===== config.mk =====
export PLATFORM = sky130hd
export DESIGN_NAME = adv_report_command_decoder
export DESIGN_NICKNAME = d
export VERILOG_FILES = /design/src/arcd_pkg.sv /design/src/adv_report_command_decoder.sv
export SDC_FILE = /design/constraint.sdc
export NUM_CORES = 1
export LEC_CHECK = 0
export BUFFER_PORTS_ARGS = -buffer_cell sky130_fd_sc_hd__buf_2
export CAP_MARGIN = 40
export CORE_ASPECT_RATIO = 0.8
export CORE_MARGIN = 4
export CORE_UTILIZATION = 30
export CTS_BUF_LIST = sky130_fd_sc_hd__clkbuf_16
export DETAILED_ROUTE_END_ITERATION = 16
export MAX_ROUTING_LAYER = met4
export PLACE_DENSITY = 0.46
export SYNTH_ARGS = -nofsm -noshare
export SYNTH_HDL_FRONTEND = slang
export SYNTH_SLANG_ARGS = --single-unit

===== constraint.sdc =====
create_clock -name aclk -period 7.2 [get_ports aclk]
set_clock_uncertainty 0.1 [all_clocks]
set_input_delay 0.36 -clock aclk [delete_from_list [all_inputs] [get_ports aclk]]
set_output_delay 0.36 -clock aclk [all_outputs]
set_load 0.03 [all_outputs]

===== src/arcd_pkg.sv =====
// Shared constants and types for the advertising report command decoder.
// Holds register indexes, status codes, capture window size and reset values.
// No dependencies.
package arcd_pkg;

    localparam int unsigned CAPTURED_BYTES   = 12;
    localparam int unsigned CAP_IDX_W        = $clog2(CAPTURED_BYTES);
    localparam int unsigned MAX_REPORT_BYTES = 255;

    localparam int unsigned ADDR_W   = 48;
    localparam int unsigned BYTE_W   = 8;
    localparam int unsigned POS_W    = 8;
    localparam int unsigned START_W  = 9;
    localparam int unsigned SPEED_W  = 9;
    localparam int unsigned CFG_IDX_W = 2;

    localparam logic [BYTE_W-1:0] CMD_TYPE     = 8'hFF;
    localparam logic [BYTE_W-1:0] UNSET_BYTE   = 8'hFF;
    localparam logic [BYTE_W-1:0] MIN_PAYLOAD  = 8'd3;

    localparam logic [ADDR_W-1:0] EXPECTED_SENDER_RST = 48'hC0_94_35_ED_13_54;
    localparam logic [BYTE_W-1:0] MAX_WHEEL_SPEED_RST = 8'd130;

    // payload byte positions within the command structure
    localparam int unsigned PL_LEFT_SPEED  = 2;
    localparam int unsigned PL_LEFT_DIR    = 3;
    localparam int unsigned PL_RIGHT_SPEED = 4;
    localparam int unsigned PL_RIGHT_DIR   = 5;
    localparam int unsigned PL_LIFT_MARK   = 7;
    localparam int unsigned PL_TILT_MARK   = 8;
    localparam int unsigned PL_GRIP        = 9;
    localparam int unsigned PL_LIFT_RATE   = 10;
    localparam int unsigned PL_LIFT_DIR    = 11;
    localparam int unsigned PL_TILT_RATE   = 12;
    localparam int unsigned PL_TILT_DIR    = 13;
    localparam int unsigned PL_FIRST       = 2;

    typedef enum logic [CFG_IDX_W-1:0] {
        CFG_EXPECTED_SENDER = 2'd0,
        CFG_MAX_WHEEL_SPEED = 2'd1
    } cfg_index_t;

    typedef enum logic [1:0] {
        ST_ACCEPTED   = 2'd0,
        ST_ADDR_MISS  = 2'd1,
        ST_NO_FIELD   = 2'd2,
        ST_BAD_LENGTH = 2'd3
    } report_status_t;

endpackage


===== src/adv_report_command_decoder.sv =====
// Advertising report command decoder: walks length-type structures byte by byte,
// captures the vendor-specific command payload and updates held commands.
// Depends on arcd_pkg.
//
// Usage:
//   s_* channel: one report byte per transfer, framed by s_first_byte and
//   s_last_byte; s_sender_address is sampled with the first byte.
//   m_* channel: one result per last byte, carrying the held wheel, grip and
//   arm commands and the report status.
//   cfg_* channel: writes expected_sender (index 0) or max_wheel_speed
//   (index 1); cfg_ready is always high.
// Throughput: one byte per cycle. The parse state and the twelve-byte capture
//   file update in the cycle a byte is taken; the held commands only when a last byte is.
// Latency: the result for a last byte is presented in the cycle after its
//   transfer, from the output register and held command registers.
// Stall: non-final bytes keep flowing while a result waits; a last byte is
//   held off until the pending result has been taken.
// Reset: held commands clear to zero, registers take their default values,
//   the capture file reads as all 0xFF; no clearing pass is needed.
module adv_report_command_decoder #(
    parameter int unsigned MAX_BYTES = arcd_pkg::MAX_REPORT_BYTES
) (
    input  logic                                   aclk,
    input  logic                                   aresetn,

    input  logic                                   s_valid,
    output logic                                   s_ready,
    input  logic [arcd_pkg::BYTE_W-1:0]            s_data_byte,
    input  logic                                   s_first_byte,
    input  logic                                   s_last_byte,
    input  logic [arcd_pkg::ADDR_W-1:0]            s_sender_address,

    output logic                                   m_valid,
    input  logic                                   m_ready,
    output logic signed [arcd_pkg::SPEED_W-1:0]    m_left_speed,
    output logic signed [arcd_pkg::SPEED_W-1:0]    m_right_speed,
    output logic [arcd_pkg::BYTE_W-1:0]            m_grip_command,
    output logic signed [arcd_pkg::SPEED_W-1:0]    m_lift_rate,
    output logic signed [arcd_pkg::SPEED_W-1:0]    m_tilt_rate,
    output logic [1:0]                             m_report_status,

    input  logic                                   cfg_valid,
    output logic                                   cfg_ready,
    input  logic [arcd_pkg::CFG_IDX_W-1:0]         cfg_index,
    input  logic [arcd_pkg::ADDR_W-1:0]            cfg_wdata
);

    import arcd_pkg::*;

    localparam logic [POS_W-1:0] POS_LIMIT = POS_W'(MAX_BYTES);

    logic [ADDR_W-1:0]          expected_sender_reg;
    logic [BYTE_W-1:0]          max_wheel_speed_reg;

    logic [POS_W-1:0]           byte_position_reg, byte_position_next;
    logic [START_W-1:0]         next_field_start_reg, next_field_start_next;
    logic                       field_found_reg, field_found_next;
    logic [BYTE_W-1:0]          found_length_reg, found_length_next;
    logic                       address_ok_reg, address_ok_next;

    logic [CAPTURED_BYTES-1:0]  cap_valid_reg, cap_valid_next;
    logic [BYTE_W-1:0]          cap_data_reg [CAPTURED_BYTES];
    logic [BYTE_W-1:0]          pl_next [CAPTURED_BYTES];

    logic signed [SPEED_W-1:0]  held_left_reg, held_left_next;
    logic signed [SPEED_W-1:0]  held_right_reg, held_right_next;
    logic [BYTE_W-1:0]          held_grip_reg, held_grip_next;
    logic signed [SPEED_W-1:0]  held_lift_reg, held_lift_next;
    logic signed [SPEED_W-1:0]  held_tilt_reg, held_tilt_next;

    logic                       m_valid_reg, m_valid_next;
    report_status_t             status_reg, status_next;

    logic                       in_xfer;
    logic                       result_xfer;
    logic                       out_busy;

    logic [POS_W-1:0]           pos_cur;
    logic [START_W-1:0]         start_cur;
    logic                       found_cur;
    logic [BYTE_W-1:0]          flen_cur;
    logic [CAPTURED_BYTES-1:0]  valid_cur;
    logic                       take;
    logic [START_W-1:0]         pos9;
    logic [START_W-1:0]         type_pos;
    logic [START_W-1:0]         off;
    logic [START_W-1:0]         slot9;
    logic [CAP_IDX_W-1:0]       cap_slot;
    logic                       cap_we;
    logic [BYTE_W-1:0]          plen;
    logic [BYTE_W-1:0]          left_mag, right_mag;

    function automatic logic signed [SPEED_W-1:0] signed_speed(
        input logic [BYTE_W-1:0] mag,
        input logic [BYTE_W-1:0] dir
    );
        logic signed [SPEED_W-1:0] v;
        v = $signed({1'b0, mag});
        return (dir != '0) ? -v : v;
    endfunction

    assign out_busy    = m_valid_reg && !m_ready;
    assign s_ready     = !(out_busy && s_last_byte);
    assign in_xfer     = s_valid && s_ready;
    assign result_xfer = in_xfer && s_last_byte;
    assign cfg_ready   = 1'b1;

    // parse one byte
    always_comb begin
        pos_cur   = s_first_byte ? '0 : byte_position_reg;
        start_cur = s_first_byte ? '0 : next_field_start_reg;
        found_cur = s_first_byte ? 1'b0 : field_found_reg;
        flen_cur  = s_first_byte ? '0 : found_length_reg;
        valid_cur = s_first_byte ? '0 : cap_valid_reg;
        address_ok_next = s_first_byte ? (s_sender_address == expected_sender_reg)
                                       : address_ok_reg;

        take     = pos_cur < POS_LIMIT;
        pos9     = {1'b0, pos_cur};
        type_pos = start_cur - {1'b0, flen_cur};
        off      = pos9 - type_pos - START_W'(1);
        slot9    = off - START_W'(PL_FIRST);
        cap_slot = slot9[CAP_IDX_W-1:0];

        byte_position_next    = pos_cur;
        next_field_start_next = start_cur;
        field_found_next      = found_cur;
        found_length_next     = flen_cur;
        cap_we                = 1'b0;

        if (take) begin
            byte_position_next = pos_cur + POS_W'(1);
            if (found_cur) begin
                cap_we = (pos9 > type_pos) && (off >= START_W'(PL_FIRST))
                      && (off < START_W'(PL_FIRST + CAPTURED_BYTES));
            end else if ((pos_cur != '0) && (pos9 == type_pos) && (s_data_byte == CMD_TYPE)) begin
                field_found_next = 1'b1;
            end else if (pos9 == start_cur) begin
                found_length_next     = s_data_byte;
                next_field_start_next = pos9 + {1'b0, s_data_byte} + START_W'(1);
            end
        end

        for (int i = 0; i < CAPTURED_BYTES; i++) begin
            if (cap_we && (cap_slot == CAP_IDX_W'(i))) begin
                pl_next[i]        = s_data_byte;
                cap_valid_next[i] = 1'b1;
            end else begin
                pl_next[i]        = valid_cur[i] ? cap_data_reg[i] : UNSET_BYTE;
                cap_valid_next[i] = valid_cur[i];
            end
        end
    end

    // finish the report on its last byte
    always_comb begin
        plen = found_length_next - BYTE_W'(1);
        if (!address_ok_next) begin
            status_next = ST_ADDR_MISS;
        end else if (!field_found_next) begin
            status_next = ST_NO_FIELD;
        end else if ((plen < MIN_PAYLOAD) || (plen > byte_position_next)) begin
            status_next = ST_BAD_LENGTH;
        end else begin
            status_next = ST_ACCEPTED;
        end

        left_mag  = (pl_next[PL_LEFT_SPEED-PL_FIRST] > max_wheel_speed_reg)
                  ? max_wheel_speed_reg : pl_next[PL_LEFT_SPEED-PL_FIRST];
        right_mag = (pl_next[PL_RIGHT_SPEED-PL_FIRST] > max_wheel_speed_reg)
                  ? max_wheel_speed_reg : pl_next[PL_RIGHT_SPEED-PL_FIRST];

        held_left_next  = held_left_reg;
        held_right_next = held_right_reg;
        held_grip_next  = held_grip_reg;
        held_lift_next  = held_lift_reg;
        held_tilt_next  = held_tilt_reg;

        if (status_next == ST_ACCEPTED) begin
            if (pl_next[PL_LEFT_SPEED-PL_FIRST] != UNSET_BYTE) begin
                held_left_next = signed_speed(left_mag, pl_next[PL_LEFT_DIR-PL_FIRST]);
            end
            if (pl_next[PL_RIGHT_SPEED-PL_FIRST] != UNSET_BYTE) begin
                held_right_next = signed_speed(right_mag, pl_next[PL_RIGHT_DIR-PL_FIRST]);
            end
            if (pl_next[PL_GRIP-PL_FIRST] != UNSET_BYTE) begin
                held_grip_next = pl_next[PL_GRIP-PL_FIRST];
            end
            if ((pl_next[PL_LIFT_RATE-PL_FIRST] != UNSET_BYTE)
                && (pl_next[PL_LIFT_MARK-PL_FIRST] == UNSET_BYTE)) begin
                held_lift_next = signed_speed(pl_next[PL_LIFT_RATE-PL_FIRST],
                                              pl_next[PL_LIFT_DIR-PL_FIRST]);
            end
            if ((pl_next[PL_TILT_RATE-PL_FIRST] != UNSET_BYTE)
                && (pl_next[PL_TILT_MARK-PL_FIRST] == UNSET_BYTE)) begin
                held_tilt_next = signed_speed(pl_next[PL_TILT_RATE-PL_FIRST],
                                              pl_next[PL_TILT_DIR-PL_FIRST]);
            end
        end

        m_valid_next = result_xfer ? 1'b1 : (m_valid_reg && !m_ready);
    end

    always_ff @(posedge aclk) begin
        if (!aresetn) begin
            expected_sender_reg  <= EXPECTED_SENDER_RST;
            max_wheel_speed_reg  <= MAX_WHEEL_SPEED_RST;
            byte_position_reg    <= '0;
            next_field_start_reg <= '0;
            field_found_reg      <= 1'b0;
            found_length_reg     <= '0;
            address_ok_reg       <= 1'b0;
            cap_valid_reg        <= '0;
            held_left_reg        <= '0;
            held_right_reg       <= '0;
            held_grip_reg        <= '0;
            held_lift_reg        <= '0;
            held_tilt_reg        <= '0;
            m_valid_reg          <= 1'b0;
            status_reg           <= ST_ACCEPTED;
        end else begin
            if (cfg_valid && cfg_ready) begin
                case (cfg_index_t'(cfg_index))
                    CFG_EXPECTED_SENDER: expected_sender_reg <= cfg_wdata;
                    CFG_MAX_WHEEL_SPEED: max_wheel_speed_reg <= cfg_wdata[BYTE_W-1:0];
                    default: ;
                endcase
            end
            if (in_xfer) begin
                byte_position_reg    <= byte_position_next;
                next_field_start_reg <= next_field_start_next;
                field_found_reg      <= field_found_next;
                found_length_reg     <= found_length_next;
                address_ok_reg       <= address_ok_next;
                cap_valid_reg        <= cap_valid_next;
            end
            if (result_xfer) begin
                held_left_reg  <= held_left_next;
                held_right_reg <= held_right_next;
                held_grip_reg  <= held_grip_next;
                held_lift_reg  <= held_lift_next;
                held_tilt_reg  <= held_tilt_next;
                status_reg     <= status_next;
            end
            m_valid_reg <= m_valid_next;
        end
    end

    always_ff @(posedge aclk) begin
        if (in_xfer && cap_we) begin
            cap_data_reg[cap_slot] <= s_data_byte;
        end
    end

    assign m_valid         = m_valid_reg;
    assign m_left_speed    = held_left_reg;
    assign m_right_speed   = held_right_reg;
    assign m_grip_command  = held_grip_reg;
    assign m_lift_rate     = held_lift_reg;
    assign m_tilt_rate     = held_tilt_reg;
    assign m_report_status = status_reg;

    a_result_follows_last: assert property (@(posedge aclk) disable iff (!aresetn)
        $rose(m_valid_reg) |-> $past(s_valid && s_ready && s_last_byte))
        else $error("result raised without a last byte transfer");

    a_no_overwrite: assert property (@(posedge aclk) disable iff (!aresetn)
        !(result_xfer && m_valid_reg && !m_ready))
        else $error("last byte taken while a result is stalled");

    a_held_change: assert property (@(posedge aclk) disable iff (!aresetn)
        !$stable(held_grip_reg) |-> $past(result_xfer && (status_next == ST_ACCEPTED)))
        else $error("grip command changed outside an accepted report");

    a_capture_window: assert property (@(posedge aclk) disable iff (!aresetn)
        cap_we |-> (found_cur && (slot9 < START_W'(CAPTURED_BYTES))))
        else $error("capture outside the command payload window");

endmodule


==> impl_metrics.env <==
export IMPL_coreArea_mm2=0.0436
export IMPL_whs_path_depth=3
export IMPL_ys_top_cells_by_area="dfxtp_1 21%, edfxtp_1 20%, ha_1 5.7%"
export IMPL_seq_area_mm2=0.00547
export IMPL_die_h_um=197
export IMPL_ys_warnings_count=0
export IMPL_fill_cells=4536
export IMPL_multi_input_area_mm2=0.00741
export IMPL_ant_nets=0
export IMPL_vias_per_cell=5.12
export IMPL_start_kind="flop"
export IMPL_rows=68
export IMPL_synth_cells=1516
export IMPL_ctsLongestPathBuffers=3
export IMPL_area_growth_pct=21.6
export IMPL_synth_edf_count=88
export IMPL_total_power_mw=3.38
export IMPL_synth_seq_area_share_pct=40.8
export IMPL_die_x_um=244
export IMPL_swShare_pct=29.7
export IMPL_cts_setup_buffers=0
export IMPL_cp_max_fo=10
export IMPL_period_share_pct=92.8
export IMPL_cts_tree="yes"
export IMPL_highest_layer="met4"
export IMPL_critical_path_max_stage_delay_ns=0.46
export IMPL_synth_compound_area_share_pct=17.1
export IMPL_ir_drop_mv=0.140
export IMPL_synth_flop_cell="dfxtp_1"
export IMPL_fmaxAchievable_mhz=150
export IMPL_synthAdderAreaFrac_pct=6.14
export IMPL_muxShareOfSynthArea_pct=2.95
export IMPL_drc=0
export IMPL_htree_num_levels=1
export IMPL_max_slew_margin_pct=41.0
export IMPL_slew_viol_final=0
export IMPL_cp_end_kind="flop"
export IMPL_drv_cap=0
export IMPL_finalSetupViolCount=0
export IMPL_fin_nets=1894
export IMPL_dr_wl_met3_mm=2.60
export IMPL_worstPathArrival_ns=7.05
export IMPL_reg2reg_from="next_field_start_reg[1]"
export IMPL_grtUsageTotal_pct=19.1
export IMPL_synth_seq_cells=229
export IMPL_seq_power_share_pct=41.1
export IMPL_wl_per_cell_um=19.9
export IMPL_die_area_mm2=0.0482
export IMPL_largest_reg_flops=88
export IMPL_final_hold_viol_count=0
export IMPL_ys_async_sr_fraction_pct=0
export IMPL_wl_met2_mm=19.5
export IMPL_wl_mm=46.3
export IMPL_first_global_vias=11600
export IMPL_p_int_mw=2.38
export IMPL_first_iter_violations=1099
export IMPL_timing_rr_end="m_left_speed[4]"
export IMPL_synth_top_family_by_area="simple AND/OR/NAND/NOR gates"
export IMPL_rr_worst_depth=33
export IMPL_grt_pass1_wl_mm=70.3
export IMPL_r2r_setup_slack_ns=0.52
export IMPL_num_vias=11900
export IMPL_cts_buffers=25
export IMPL_ys_types=93
export IMPL_netlist_area_mm2=0.0134
export IMPL_layout_commonest_cell="nand2_1"
export IMPL_hold_path_class="in2reg"
export IMPL_tightestPinTransition_ns=0.882
export IMPL_synth_top_cell_by_area="dfxtp_1"
export IMPL_cpMostUsedCell="a21oi_1"
export IMPL_yosys_area_share_xor_xnor_pct=6.79
export IMPL_port_buffers=160
export IMPL_drive_above_1_share_pct=17.8
export IMPL_numClockSinks=229
export IMPL_hold_path_end="m_report_status[0]"
export IMPL_avgSynthCellArea_um2=8.84
export IMPL_cts_root_buf="clkbuf_16"
export IMPL_wl_met1_mm=23.8
export IMPL_critPathBufInv=3
export IMPL_gr_total_overflow=0
export IMPL_layout_common_cells="184 x nand2_1, 160 x buf_2, 140 x dfxtp_1"
export IMPL_grt_start_max_net_pins=53
export IMPL_path_class="reg2reg"
export IMPL_worst_slack_ns=0.518
export IMPL_synth_net_count=1693
export IMPL_clockPowerShare_pct=37.7
export IMPL_cellLeakagePower_nw=6.39
export IMPL_clk_latency_ns=0.54
export IMPL_power_switching_mw=1.00
export IMPL_pwr_share_comb_pct=21.1
export IMPL_start_util_pct=30.7
export IMPL_cp_slowest_cell="a21oi_1"
export IMPL_status="finished, final reports clean"
export IMPL_path_clk_slew_ns=0.06
export IMPL_path_delay_family="compound AO/OA/AOI/OAI gates"
export IMPL_antenna_found_initial=1
export IMPL_power_density_mw_per_mm2=207
export IMPL_place_gp_congestion=0.900
export IMPL_synth_simple_gate_area_share_pct=21.9
export IMPL_pin_count=162
export IMPL_dp_slack_ns=0.155
export IMPL_critPathRequiredTime_ns=7.56
export IMPL_firstDrtPassIters=7
export IMPL_synth_top_area_share_pct=21.1
export IMPL_diodes=0
export IMPL_min_delay_start="s_last_byte"
export IMPL_place_hpwl_mm=34.4
export IMPL_min_period_ns=6.68
worst reg2reg max path: cells and delay by family, from the launching register on:
family	cells	cell delay, ns
AOI/OAI and AO/OA	11	2.10
xor gates and xnor gates	2	0.33
DFF	1	0.39
buffers and inverters	3	0.51
adders and majority gates	4	1.13
and+or+nand+nor	13	2.07
cells in the mapped netlist, drive strengths merged, types with 30 or more instances:
master  number
nor3        43
nand2      185
clkbuf      52
nand4       36
edfxtp      88
ha          61
nand3       68
xor2        46
a21oi      142
nor2       130
xnor2       58
buf         31
inv         49
dfxtp      141
o21ai       66
mux2i       30
power by group through the flow:
stage | combinational, mW | clock [mW] | sequential (mW)
2_1_floorplan | 0.461 | 0 | 1.41
3_3_place_gp | 0.667 | 0 | 1.42
3_5_place_dp | 0.685 | 0 | 1.42
4_1_cts | 0.708 | 1.32 | 1.39
5_1_grt | 0.788 | 1.36 | 1.39
6_report | 0.714 | 1.28 | 1.39
metrics by stage:
step | util [%] | hold slack (ns) | TNS [ns] | std cells | area [µm²]
detailed placement | 34.4 | 0.349 | 0 | 2237 | 15000
CTS | 37.3 | 0.0619 | 0 | 2330 | 16300
global route | 37.4 | 0.0873 | -0.00133 | 2330 | 16300
floorplan | - | 0.332 | 0 | 1516 | 13400
global placement | 34.2 | 0.342 | 0 | 2233 | 14900
finish | 37.4 | 0.0905 | 0 | 2330 | 16300
worst max path at each step:
stage                                  startpoint               end  slack [ns]  cells past startpoint
final                     next_field_start_reg[1]   m_left_speed[4]        0.52                     33
after global routing          found_length_reg[0]  m_right_speed[6]      -0.001                     31
after CTS                 next_field_start_reg[1]    m_lift_rate[7]        0.31                     34
after detailed placement             s_first_byte    m_lift_rate[7]        0.16                     36
after global placement               s_first_byte  m_right_speed[6]        0.22                     34
after floorplan                      s_first_byte   m_left_speed[4]        0.30                     35
logic make-up after synthesis:
kind of cell / Yosys count
simple gates: 594
xor+xnor: 104
buf+inv: 132
mux: 37
fa+ha+maj: 64
flops: 229
compound gates: 355
other cells: 1
cell type report:
class	instances	area share [%]
multi-input cells	1155	45.5
flip-flops and latches	229	33.5
repair buffers	257	10.5
well taps	595	4.57
clock buffers	25	3.84
inverters	49	1.14
clock inverters	20	1.02
metal layers:
metal / vias up / global-route usage, %
met2: 274 / 27.1
met4: 0 / 2.25
met1: 5769 / 29.3
met3: 32 / 2.94
met5: - / -
li1: 5859 / -
timing repair:
action	in CTS	in global routing
endpoints found under the setup margin	0	43
hold buffers	48	0
hold endpoints to repair	55	0
gates resized for setup	0	12
Power figures use the tool's default switching activity.
